===== src/rtl/core/uer_pkg.sv =====
// Shared types and constants for the ultrasonic echo ranger.
// Payload structs, status codes, register indexes and timing constants.
// No dependencies.
`timescale 1ns / 1ps

package uer_pkg;

  localparam int unsigned TICK_W   = 16;
  localparam int unsigned DIST_W   = 10;
  localparam int unsigned AVG_W    = 14;
  localparam int unsigned CFG_IDX_W  = 1;
  localparam int unsigned CFG_DATA_W = 16;

  localparam int unsigned TRIG_LOW_TICKS  = 4;
  localparam int unsigned TRIG_HIGH_TICKS = 10;
  localparam int unsigned ROUNDTRIP_TICKS = 58;
  localparam int unsigned MIN_VALID       = 3;

  // floor(x / 58) == (x * 72316) >> 22 for every 16-bit x
  localparam int unsigned DIV58_RECIP = 72316;
  localparam int unsigned DIV58_SHIFT = 22;
  localparam int unsigned RECIP_W     = 17;

  localparam logic [TICK_W-1:0] PING_TIMEOUT_RST = TICK_W'(6000);
  localparam logic [DIST_W-1:0] MAX_DIST_RST     = DIST_W'(500);

  localparam logic [CFG_IDX_W-1:0] CFG_PING_TIMEOUT = 1'd0;
  localparam logic [CFG_IDX_W-1:0] CFG_MAX_DISTANCE = 1'd1;

  typedef enum logic [1:0] {
    ST_OK           = 2'd0,
    ST_ECHO_BUSY    = 2'd1,
    ST_PING_TIMEOUT = 2'd2,
    ST_ECHO_TIMEOUT = 2'd3
  } status_e;

  typedef struct packed {
    logic start_req;
    logic echo_level;
  } in_t;

  typedef struct packed {
    logic              trigger_level;
    logic              busy_res;
    logic              done_res;
    status_e           status;
    logic [DIST_W-1:0] distance_cm;
    logic              avg_valid;
    logic [AVG_W-1:0]  avg_q4;
  } out_t;

endpackage


===== src/rtl/core/ultrasonic_echo_ranger_trimmed_mean.sv =====
// Top level of the ultrasonic echo ranger with trimmed-mean history.
// Depends on uer_pkg, uer_ram and uer_div.
`timescale 1ns / 1ps

// Usage
//   Input channel (in_valid_i / in_stall_o / in_data_i): one transfer per
//   microsecond tick, carrying the start request and the sampled echo level.
//   Output channel (out_valid_o / out_stall_i / out_data_o): exactly one
//   result transfer per input tick: trigger level, busy, done, status, last
//   distance and the trimmed mean of the history ring (Q.4, truncated).
//   Config channel (cfg_valid_i / cfg_ready_o): always ready; index 0 is the
//   ping timeout in ticks, index 1 the maximum distance in cm. Write only
//   while no tick is in flight.
// Sequence
//   A plain tick goes from C_IDLE to C_EMIT, which registers the result
//   once the result register is free; the next tick is taken back in C_IDLE.
//   A tick that ends a good measurement stores the distance and walks the
//   ring through the single read port of the history RAM (C_WR, C_WALK,
//   C_DRAIN), then, when at least three entries are valid, runs a bit-serial
//   divider (one quotient bit per cycle, 18 bits at the default depth) before
//   C_EMIT registers the result and the next tick is taken.
//   One tick is worked on at a time.
// Reset
//   Clears the phase, counters, ring valid bits and mean at once; the RAM
//   itself needs no clearing pass. Registers return to 6000 and 500.
// Stall
//   The result register holds while out_stall_i is high; the next tick is
//   still taken and worked on, and waits at the end until the result drains.
module ultrasonic_echo_ranger_trimmed_mean #(
  parameter int unsigned HISTORY_DEPTH = 10
) (
  input  logic                          clk_i,
  input  logic                          rst_ni,
  input  logic                          in_valid_i,
  output logic                          in_stall_o,
  input  uer_pkg::in_t                  in_data_i,
  output logic                          out_valid_o,
  input  logic                          out_stall_i,
  output uer_pkg::out_t                 out_data_o,
  input  logic                          cfg_valid_i,
  output logic                          cfg_ready_o,
  input  logic [uer_pkg::CFG_IDX_W-1:0] cfg_index_i,
  input  logic [uer_pkg::CFG_DATA_W-1:0] cfg_data_i
);

  import uer_pkg::*;

  localparam int unsigned AW    = $clog2(HISTORY_DEPTH);
  localparam int unsigned CNT_W = $clog2(HISTORY_DEPTH + 1);
  localparam int unsigned SUM_W = DIST_W + CNT_W;
  localparam int unsigned NUM_W = SUM_W + 4;
  localparam int unsigned PROD_W = TICK_W + RECIP_W;

  typedef enum logic [2:0] {
    PH_IDLE, PH_LOW, PH_HIGH, PH_CHECK, PH_WAIT, PH_MEAS
  } phase_e;

  typedef enum logic [2:0] {
    C_IDLE, C_WR, C_WALK, C_DRAIN, C_PREP, C_DIV, C_EMIT
  } ctl_e;

  // ---------------------------------------------------------------------
  // Registers
  // ---------------------------------------------------------------------
  ctl_e               ctl_q;
  phase_e             phase_q;
  logic [TICK_W-1:0]  tick_q;
  logic [TICK_W-1:0]  ping_q;
  logic [DIST_W-1:0]  maxd_q;

  logic               res_trig_q;
  logic               res_busy_q;
  logic               res_done_q;
  status_e            res_status_q;

  logic [PROD_W-1:0]  prod_q;
  logic [AW-1:0]      slot_q;
  logic [HISTORY_DEPTH-1:0] hist_valid_q;
  logic [DIST_W-1:0]  last_dist_q;
  logic               avg_valid_q;
  logic [AVG_W-1:0]   avg_q;

  logic [AW-1:0]      walk_addr_q;
  logic               rd_valid_q;
  logic [AW-1:0]      rd_idx_q;
  logic [SUM_W-1:0]   sum_q;
  logic [DIST_W-1:0]  lo_q;
  logic [DIST_W-1:0]  hi_q;
  logic [CNT_W-1:0]   n_q;

  logic               out_valid_q;
  out_t               out_data_q;

  // ---------------------------------------------------------------------
  // Per-tick phase logic
  // ---------------------------------------------------------------------
  logic [TICK_W-1:0]  limit;
  logic [TICK_W-1:0]  tick_inc;
  logic [TICK_W-1:0]  tick_sat;
  phase_e             phase_d;
  logic [TICK_W-1:0]  tick_d;
  logic               trig_d;
  logic               busy_d;
  logic               done_d;
  status_e            status_d;
  logic               store_d;

  assign limit    = TICK_W'(maxd_q) * TICK_W'(ROUNDTRIP_TICKS);
  assign tick_inc = tick_q + 1'b1;
  assign tick_sat = (tick_q == '1) ? tick_q : tick_inc;

  always_comb begin
    phase_d  = phase_q;
    tick_d   = tick_q;
    trig_d   = 1'b0;
    busy_d   = 1'b1;
    done_d   = 1'b0;
    status_d = ST_OK;
    store_d  = 1'b0;
    case (phase_q)
      PH_IDLE: begin
        if (in_data_i.start_req) begin
          phase_d = PH_LOW;
          tick_d  = TICK_W'(1);
        end else begin
          busy_d = 1'b0;
        end
      end
      PH_LOW: begin
        tick_d = tick_inc;
        if (tick_inc >= TICK_W'(TRIG_LOW_TICKS)) begin
          phase_d = PH_HIGH;
          tick_d  = '0;
        end
      end
      PH_HIGH: begin
        trig_d = 1'b1;
        tick_d = tick_inc;
        if (tick_inc >= TICK_W'(TRIG_HIGH_TICKS)) begin
          phase_d = PH_CHECK;
          tick_d  = '0;
        end
      end
      PH_CHECK: begin
        if (in_data_i.echo_level) begin
          done_d   = 1'b1;
          status_d = ST_ECHO_BUSY;
        end else begin
          phase_d = PH_WAIT;
          tick_d  = '0;
        end
      end
      PH_WAIT: begin
        if (in_data_i.echo_level) begin
          // rising tick counts as the first high tick
          tick_d = TICK_W'(1);
          if (limit == '0) begin
            done_d   = 1'b1;
            status_d = ST_ECHO_TIMEOUT;
          end else begin
            phase_d = PH_MEAS;
          end
        end else begin
          tick_d = tick_sat;
          if (tick_sat >= ping_q) begin
            done_d   = 1'b1;
            status_d = ST_PING_TIMEOUT;
          end
        end
      end
      PH_MEAS: begin
        if (in_data_i.echo_level) begin
          tick_d = tick_sat;
          if (tick_sat > limit) begin
            done_d   = 1'b1;
            status_d = ST_ECHO_TIMEOUT;
          end
        end else begin
          store_d = 1'b1;
          done_d  = 1'b1;
        end
      end
      default: begin
        phase_d = PH_IDLE;
        tick_d  = '0;
        busy_d  = 1'b0;
      end
    endcase
    if (done_d) begin
      busy_d  = 1'b0;
      phase_d = PH_IDLE;
      tick_d  = '0;
    end
  end

  // ---------------------------------------------------------------------
  // History RAM and divider
  // ---------------------------------------------------------------------
  logic [DIST_W-1:0]  dist_new;
  logic [DIST_W-1:0]  rdata;
  logic               div_start;
  logic               div_done;
  logic [NUM_W-1:0]   div_quo;
  logic [SUM_W-1:0]   trimmed;

  // reciprocal product: bits above the shift give count / 58
  assign dist_new = prod_q[DIV58_SHIFT +: DIST_W];

  uer_ram #(
    .WIDTH (DIST_W),
    .DEPTH (HISTORY_DEPTH)
  ) u_hist_ram (
    .clk_i   (clk_i),
    .we_i    (ctl_q == C_WR),
    .waddr_i (slot_q),
    .wdata_i (dist_new),
    .raddr_i (walk_addr_q),
    .rdata_o (rdata)
  );

  assign trimmed   = sum_q - SUM_W'(lo_q) - SUM_W'(hi_q);
  assign div_start = (ctl_q == C_PREP) && (n_q >= CNT_W'(MIN_VALID));

  uer_div #(
    .NUM_W (NUM_W),
    .DEN_W (CNT_W)
  ) u_div (
    .clk_i   (clk_i),
    .rst_ni  (rst_ni),
    .start_i (div_start),
    .num_i   ({trimmed, 4'b0000}),
    .den_i   (n_q - CNT_W'(2)),
    .done_o  (div_done),
    .quo_o   (div_quo)
  );

  // ---------------------------------------------------------------------
  // Control sequencer and registers
  // ---------------------------------------------------------------------
  logic in_xfer;
  logic out_free;

  assign in_xfer  = in_valid_i && !in_stall_o;
  assign out_free = !out_valid_q || !out_stall_i;

  always_ff @(posedge clk_i or negedge rst_ni) begin
    if (!rst_ni) begin
      ctl_q        <= C_IDLE;
      phase_q      <= PH_IDLE;
      tick_q       <= '0;
      ping_q       <= PING_TIMEOUT_RST;
      maxd_q       <= MAX_DIST_RST;
      slot_q       <= '0;
      hist_valid_q <= '0;
      last_dist_q  <= '0;
      avg_valid_q  <= 1'b0;
      avg_q        <= '0;
      walk_addr_q  <= '0;
      rd_valid_q   <= 1'b0;
      n_q          <= '0;
      out_valid_q  <= 1'b0;
    end else begin
      // configuration writes
      if (cfg_valid_i && cfg_ready_o) begin
        case (cfg_index_i)
          CFG_PING_TIMEOUT: ping_q <= cfg_data_i;
          CFG_MAX_DISTANCE: maxd_q <= cfg_data_i[DIST_W-1:0];
          default: ;
        endcase
      end

      // drop the result once taken, unless a new one replaces it
      if (out_valid_q && !out_stall_i && (ctl_q != C_EMIT)) begin
        out_valid_q <= 1'b0;
      end

      // fold in ring data arriving from the previous read
      rd_valid_q <= (ctl_q == C_WALK);
      if (rd_valid_q && hist_valid_q[rd_idx_q]) begin
        if (n_q == '0 || rdata < lo_q) lo_q <= rdata;
        if (n_q == '0 || rdata > hi_q) hi_q <= rdata;
        sum_q <= sum_q + SUM_W'(rdata);
        n_q   <= n_q + 1'b1;
      end

      case (ctl_q)
        C_IDLE: begin
          if (in_xfer) begin
            phase_q      <= phase_d;
            tick_q       <= tick_d;
            res_trig_q   <= trig_d;
            res_busy_q   <= busy_d;
            res_done_q   <= done_d;
            res_status_q <= status_d;
            prod_q       <= PROD_W'(tick_q) * PROD_W'(DIV58_RECIP);
            ctl_q        <= store_d ? C_WR : C_EMIT;
          end
        end
        C_WR: begin
          // store the new distance, advance the ring slot, clear accumulators
          last_dist_q          <= dist_new;
          hist_valid_q[slot_q] <= 1'b1;
          slot_q      <= (slot_q == AW'(HISTORY_DEPTH - 1)) ? '0 : slot_q + 1'b1;
          walk_addr_q <= '0;
          sum_q       <= '0;
          n_q         <= '0;
          ctl_q       <= C_WALK;
        end
        C_WALK: begin
          rd_idx_q    <= walk_addr_q;
          walk_addr_q <= walk_addr_q + 1'b1;
          if (walk_addr_q == AW'(HISTORY_DEPTH - 1)) begin
            ctl_q <= C_DRAIN;
          end
        end
        C_DRAIN: begin
          ctl_q <= C_PREP;
        end
        C_PREP: begin
          if (n_q < CNT_W'(MIN_VALID)) begin
            avg_valid_q <= 1'b0;
            avg_q       <= '0;
            ctl_q       <= C_EMIT;
          end else begin
            ctl_q <= C_DIV;
          end
        end
        C_DIV: begin
          if (div_done) begin
            avg_valid_q <= 1'b1;
            avg_q       <= div_quo[AVG_W-1:0];
            ctl_q       <= C_EMIT;
          end
        end
        C_EMIT: begin
          // hold until the result register is free
          if (out_free) begin
            out_valid_q <= 1'b1;
            out_data_q  <= '{
              trigger_level: res_trig_q,
              busy_res:      res_busy_q,
              done_res:      res_done_q,
              status:        res_status_q,
              distance_cm:   last_dist_q,
              avg_valid:     avg_valid_q,
              avg_q4:        avg_valid_q ? avg_q : '0
            };
            ctl_q <= C_IDLE;
          end
        end
        default: begin
          ctl_q <= C_IDLE;
        end
      endcase
    end
  end

  assign in_stall_o  = (ctl_q != C_IDLE);
  assign out_valid_o = out_valid_q;
  assign out_data_o  = out_data_q;
  assign cfg_ready_o = 1'b1;

endmodule


===== src/rtl/core/uer_ram.sv =====
// Generic single-port-write, single-port-read RAM with registered read data.
// No dependencies.
`timescale 1ns / 1ps

module uer_ram #(
  parameter int unsigned WIDTH = 10,
  parameter int unsigned DEPTH = 10
) (
  input  logic                                    clk_i,
  input  logic                                    we_i,
  input  logic [((DEPTH > 1) ? $clog2(DEPTH) : 1)-1:0] waddr_i,
  input  logic [WIDTH-1:0]                        wdata_i,
  input  logic [((DEPTH > 1) ? $clog2(DEPTH) : 1)-1:0] raddr_i,
  output logic [WIDTH-1:0]                        rdata_o
);

  logic [WIDTH-1:0] mem_q [DEPTH];
  logic [WIDTH-1:0] rdata_q;

  always_ff @(posedge clk_i) begin
    if (we_i) begin
      mem_q[waddr_i] <= wdata_i;
    end
    rdata_q <= mem_q[raddr_i];
  end

  assign rdata_o = rdata_q;

endmodule


===== src/rtl/core/uer_div.sv =====
// Bit-serial restoring divider, one quotient bit per cycle.
// No dependencies; the divisor must be nonzero.
`timescale 1ns / 1ps

module uer_div #(
  parameter int unsigned NUM_W = 18,
  parameter int unsigned DEN_W = 4
) (
  input  logic             clk_i,
  input  logic             rst_ni,
  input  logic             start_i,
  input  logic [NUM_W-1:0] num_i,
  input  logic [DEN_W-1:0] den_i,
  output logic             done_o,
  output logic [NUM_W-1:0] quo_o
);

  localparam int unsigned CNT_W = $clog2(NUM_W + 1);

  logic [DEN_W-1:0] rem_q;
  logic [DEN_W-1:0] den_q;
  logic [NUM_W-1:0] quo_q;
  logic [CNT_W-1:0] cnt_q;
  logic             busy_q;
  logic             done_q;

  logic [DEN_W:0]   cand;
  logic             fits;

  assign cand = {rem_q, quo_q[NUM_W-1]};
  assign fits = (cand >= {1'b0, den_q});

  always_ff @(posedge clk_i or negedge rst_ni) begin
    if (!rst_ni) begin
      busy_q <= 1'b0;
      done_q <= 1'b0;
      cnt_q  <= '0;
    end else begin
      done_q <= 1'b0;
      if (start_i) begin
        rem_q  <= '0;
        den_q  <= den_i;
        quo_q  <= num_i;
        cnt_q  <= CNT_W'(NUM_W);
        busy_q <= 1'b1;
      end else if (busy_q) begin
        // shift in the next numerator bit, subtract when the divisor fits
        rem_q <= fits ? DEN_W'(cand - {1'b0, den_q}) : cand[DEN_W-1:0];
        quo_q <= {quo_q[NUM_W-2:0], fits};
        cnt_q <= cnt_q - 1'b1;
        if (cnt_q == CNT_W'(1)) begin
          busy_q <= 1'b0;
          done_q <= 1'b1;
        end
      end
    end
  end

  assign done_o = done_q;
  assign quo_o  = quo_q;

endmodule


===== config.mk =====
export PLATFORM = sky130hd
export DESIGN_NAME = ultrasonic_echo_ranger_trimmed_mean
export DESIGN_NICKNAME = d
export VERILOG_FILES = /design/src/rtl/core/uer_pkg.sv /design/src/rtl/core/ultrasonic_echo_ranger_trimmed_mean.sv /design/src/rtl/core/uer_ram.sv /design/src/rtl/core/uer_div.sv
export SDC_FILE = /design/constraint.sdc
export NUM_CORES = 1
export LEC_CHECK = 0
export ABC_AREA = 1
export BUFFER_PORTS_ARGS = -buffer_cell sky130_fd_sc_hd__buf_2
export CAP_MARGIN = 20
export CORE_ASPECT_RATIO = 1.5
export CORE_MARGIN = 10
export CORE_UTILIZATION = 40
export CTS_CLUSTER_DIAMETER = 30
export CTS_CLUSTER_SIZE = 40
export DETAILED_ROUTE_END_ITERATION = 10
export PLACE_DENSITY = 0.6
export SLEW_MARGIN = 20
export SYNTH_ARGS = -nofsm -noshare
export SYNTH_HDL_FRONTEND = slang
export SYNTH_HIERARCHICAL = 1
export SYNTH_SLANG_ARGS = --single-unit

===== constraint.sdc =====
create_clock -name clk_i -period 5.9 [get_ports clk_i]
set_input_delay 0.885 -clock clk_i [delete_from_list [all_inputs] [get_ports clk_i]]
set_output_delay 0.885 -clock clk_i [all_outputs]
set_load 0.01 [all_outputs]

* Yosys cells after proc, flatten, opt, wreduce, memory -nomap -nowiden *
Memory sizes are Yosys's and may differ from the RTL's. A register that Yosys moved wholly into a read port is not among the register bits.
Index checks and enable logic that the tools add are counted.

cells by class
  multiplexer cells = 75
  magnitude comparators = 12
  bitwise operators = 2
  eq/ne operators = 29
  $add $sub $neg = 10
  multiply operators = 2
  reductions and logical operators = 35

operators with widths
  operator                  number
  $mux W16                  8
  $pmux W16 S6              1
  $mux W14                  3
  $mux W18                  2
  $mux W3                   12
  $mul A16 B15 Y30 const B  1
  $pmux W14 S2              1
  $sub A14 B10 Y14          2
  $mux W1                   26
  $ne A3 B3 Y1 const B      8
  $pmux W3 S7               1
  $mux W4                   5
  $pmux W3 S6               1
  $add A16 B1 Y16 const B   1
  $eq A16 B16 Y1 const B    1
  $ge A16 B16 Y1            1
  $ge A16 B3 Y1 const B     1
  $ge A16 B4 Y1 const B     1
  $gt A16 B16 Y1            1
  $logic_not A16 Y1         1
  $eq A3 B3 Y1 const B      5
  $mul A10 B5 Y15 const B   1
  $reduce_and A3 Y1         5
  $add A14 B10 Y14          1
  39 further kinds          75

word-level totals
  memories = 1
  word-level logic and storage cells = 203
  register bits = 233
  memory bits (writable) = 100

memory list
  memory            depth  width  read ports  clocked after memory_dff  wr ports  RTL line       RTL
  u_hist_ram.mem_q  10     10     1           1                         1         uer_ram.sv:17  logic [WIDTH-1:0] mem_q [DEPTH];

* Logic depth before layout (Yosys ltp) *
  word-level depth = 8
  mapped depth = 29
  depth with buffers taken out = 29

* Modules after synthesis *
Netlist, hierarchy kept.

modules (own cells, without submodules)
  module                               times used  area an instance (µm²)  cells each
  ultrasonic_echo_ranger_trimmed_mean  1           16,067.9                1,853
  uer_ram                              1           4,499.3                 413
  uer_div                              1           1,595.3                 169

* Worst setup path before layout *
Ideal clock, no wire load.

  path type = register -> register
  from = register tick_q[13]
  to = register prod_q[28], data pin
  stages on the path, launching flop included = 17
  period minus slack after synthesis = 5.067 ns
  setup slack = 0.833 ns
  data required time = 5.635 ns
  arrival = 4.802 ns
  path buffers = 0
  cell sequence = dfrtp_1 fa_1 inv_1 fa_1 fa_1 inv_1 fa_1 fa_1 fa_1 ha_1 a21oi_1 o21ai_0 a21oi_1 nand3_1 a21oi_1 o21ai_0 xor2_1

on the way
  cells in the longest elaborated chain, start to end = 1

RTL lines
  what                      RTL line                                    RTL
  start: declaration        ultrasonic_echo_ranger_trimmed_mean.sv:67   logic [TICK_W-1:0] tick_q;
  start signal: assignment  ultrasonic_echo_ranger_trimmed_mean.sv:290  tick_q <= tick_d;
  $mul A16 B15 Y30          ultrasonic_echo_ranger_trimmed_mean.sv:295  prod_q <= PROD_W'(tick_q) * PROD_W'(DIV58_RECIP);
  end signal: assignment    ultrasonic_echo_ranger_trimmed_mean.sv:295
  end: declaration          ultrasonic_echo_ranger_trimmed_mean.sv:76   logic [PROD_W-1:0] prod_q;

Every way passes these cells.
A chain may end at the register's enable or synchronous reset.

* Final worst setup path *
  from = register tick_q[10]
  to = register prod_q[30], data pin

Same word-level chain as after synthesis.

==> summary.txt <==
Outcome: completed
Clock Latency Late Sink: 0.60 ns
Maximum number of pins on one net before global-route repair: 56
Switching power: 4.56 mW
Post-route fraction of the period consumed by the critical path: 93.5%
Yosys warning total: 6
Antenna violations before repair: 0
Dominant delay contributor by cell family on the critical path: adder cells
Library cell used as clock root buffer: clkbuf_16
Mean Syn Cell Area: 9.10 sq um
Number of search-and-repair iterations in the first detailed-routing pass: 6
Clk pwr share: 28.9%
Delay of the slowest cell on the worst path: 0.55 ns
Fraction of power spent switching nets: 41.5%
Drc violations: 0
CTS Sinks: 323
Area of the die: 65400 sq um
RSZ-0062 raised after global routing: false
Cell area after synthesis: 22200 sq um
Global route overflow: 0
Vias per Instance: 5.01
#FFs+latches synth: 323
Synthesized-area fraction occupied by xor and xnor cells: 1.81%
Post-synth top area share: 28.3%
Number of hold buffers added after cts: 0
Simple-gate share of the synthesized area: 16.8%
Most common cell type on the critical path: fa_1
Horizontal die dimension: 212 um
Maximum clock skew at final layout: 0.0307 ns
Critical-path cell with the highest stage delay: dfrtp_1
Crit. End Element: flop
Cell row count: 105
Effective utilization at floorplan: 40.5%
Largest area contributor in the netlist: edfxtp_1
Most used standard cell by instance count after synthesis: nand2_1
Upper clock frequency limit: 181 MHz
Main combinational cell family by area after synthesis: adder cells
Core region area: 54800 sq um
Number of setup buffers added after CTS: 0
Wire length per cell after detailed routing: 16.7 um
Placed wire-length estimate: 42.2 mm
Commonest cells in the netlist: 502 x nand2_1, 488 x inv_1, 232 x ha_1, 209 x edfxtp_1, 162 x nand3_1
Final count of negative-setup-slack endpoints: 0
Comb power frac: 40.9%
Global-route wire length before repair: 87.9 mm
Fraction of registers with async set/reset: 32.2%
Worst hold slack across all endpoints: 0.260 ns
Synthesized instance count: 2435
Number of gates resized after cts: 0
Critical path arrival: 5.83 ns
Overall via count from detail_route: 16.3k
Shortest clock period the worst path allows after layout: 5.52 ns
Transition at the pin with the smallest max-transition slack: 1.12 ns
Type of the worst setup path: reg -> reg
Number of global-route vias before repair: 16.8k
Sum of routed wire length over all layers: 54.3 mm
Crit path buf inv count: 4
Number of fill cells in the layout: 5111
Power density over the cells: 439 nW/um^2
Routed Antenna Nets: 0
Max_slew headroom: 25.1%
Clock tree from TritonCTS: yes
Worst hold path class: in -> async
Net count reported at finish: 2886
Count of different cell masters after synthesis: 57
1st-iter DRT viols: 885
TritonCTS Buffers: 55
Most area-consuming cells after synthesis: edfxtp_1 28%, ha_1 13%, dfrtp_1 10%
Number of hold violations in the final report: 0
Fraction of the mapped netlist area in compound gates: 7.36%
Adder-cell share of the synthesized area: 23.3%
Critical path required time: 6.22 ns
Share of post-route cells with drive strength above 1: 8.70%
Portion of the post-synthesis area used by sequential elements: 41.0%
CTS clock-pin slew for the worst setup and hold paths: 0.05 ns
H-tree level count: 2
Setup total negative slack: 0 ns
Critical Path Start: tick_q[10]
Startpoint type of the worst setup path: flop
Placer congestion estimate: 0.937
Maximum fanout count along the critical path: 7
Total routing usage reported by global routing: 16.9%
Post-synth EDFFs: 209
IO Port Bufs: 55
Leakage component of the power: 12.5 nW
Int Power: 6.44 mW
Number of buffers between clock root and the deepest sink: 3
Share of cell area taken by muxes after synthesis: 0.0508%
Die extent in y: 308 um
Area added between synthesis and finish: 13.2%
Total inserted antenna cells: 0
Critical R2R Launch: tick_q[10]
Register share of total power: 30.2%
CP cell instances: inv_1 > fa_1 > inv_1 > fa_1 > inv_1 > fa_1 > inv_1 > fa_1 > fa_1 > fa_1 > ha_1 > a21o_1 > a21oi_1 > o21ai_0 > a211oi_1 > nand2_1 > a21oi_1 > xor2_1
Ports placed on the boundary: 57
Primary flip-flop cell chosen by synthesis mapping: edfxtp_1
Worst VDD drop: 0.000265 V
Slew Limit Fails: 0
Reported max-cap violation count: 0
-- metrics by stage --
step | instance area (sq um) | utilization [%] | cells | power (mW) | worst slack, ns
3_3_place_gp | 23200 | 42.3 | 3154 | 7.75 | 0.498
2_1_floorplan | 22200 | - | 2438 | 6.64 | 0.833
4_1_cts | 25100 | 45.8 | 3258 | 11.1 | 0.351
3_5_place_dp | 23200 | 42.3 | 3154 | 7.89 | 0.382
5_1_grt | 25100 | 45.8 | 3259 | 11.9 | 0.148
6_report | 25100 | 45.8 | 3259 | 11.0 | 0.384
-- flip-flops by register name, indices dropped and copies added, names as in the netlist, 14 cells and up --
signal / cells
u_hist_ram/mem_q: 100
out_data_o: 30
u_div/quo_o: 18
ping_q: 16
tick_q: 16
avg_q: 14
sum_q: 14
-- path summary, 6_finish.rpt --
path	endpoint	slack [ns]	cells after the start
setup / recovery	prod_q[30]	0.38	18
hold / removal	ping_q[2]	0.26	1
setup reg to reg	prod_q[30]	0.38	18
hold reg to reg	out_data_o[24]	0.44	0
max in group asynchronous	last_dist_q[6]	4.13	3
min in group clk_i	out_data_o[24]	0.44	0
-- layout make-up --
class	count	area (sq um)	share of cell area [%]
Multi-Input combinational cell	1574	11000	43.8
Sequential cell	323	9100	36.3
Inverter	494	1860	7.41
Clock buffer	58	1420	5.66
Tap cell	695	870	3.47
Clock inverter	46	465	1.86
Timing Repair Buffer	69	387	1.54
-- cells in the final DEF (no fill, tap or decap), drive strengths merged, types with 13 or more instances in the layout --
master / instances
clkinv: 17
a21oi: 103
xor2: 31
dfrtp: 91
nor2: 157
inv: 512
fa: 113
nand4: 20
clkbuf: 58
nor3: 15
nand2: 513
o22ai: 15
xnor2: 14
buf: 69
edfxtp: 209
dfstp: 13
ha: 232
o21ai: 127
nand3: 163
-- power by group through the flow --
stage               logic (mW)  clock network, mW  registers (mW)
floorplan                 3.43                  0            3.21
global placement          4.40                  0            3.35
detailed placement        4.52                  0            3.37
CTS                       4.55               3.23            3.33
global route              5.22               3.33            3.38
finish                    4.50               3.18            3.33
-- logic make-up after synthesis --
group / after synthesis
other cells: 2
compound gates: 296
mux: 1
xor+xnor: 45
flops: 323
simple gates: 882
fa+ha+maj: 345
buf+inv: 541
-- metal layers --
metal / track usage, % / part of all wire [%] / vias to the layer above
li1: - / - / 8046
met1: 17.8 / 37 / 7837
met2: 32.7 / 55 / 321
met3: 1.85 / 3.4 / 114
met4: 7.33 / 4.2 / 0
met5: 0 / 0 / -
No activity file was read; power rests on OpenSTA's default activity.
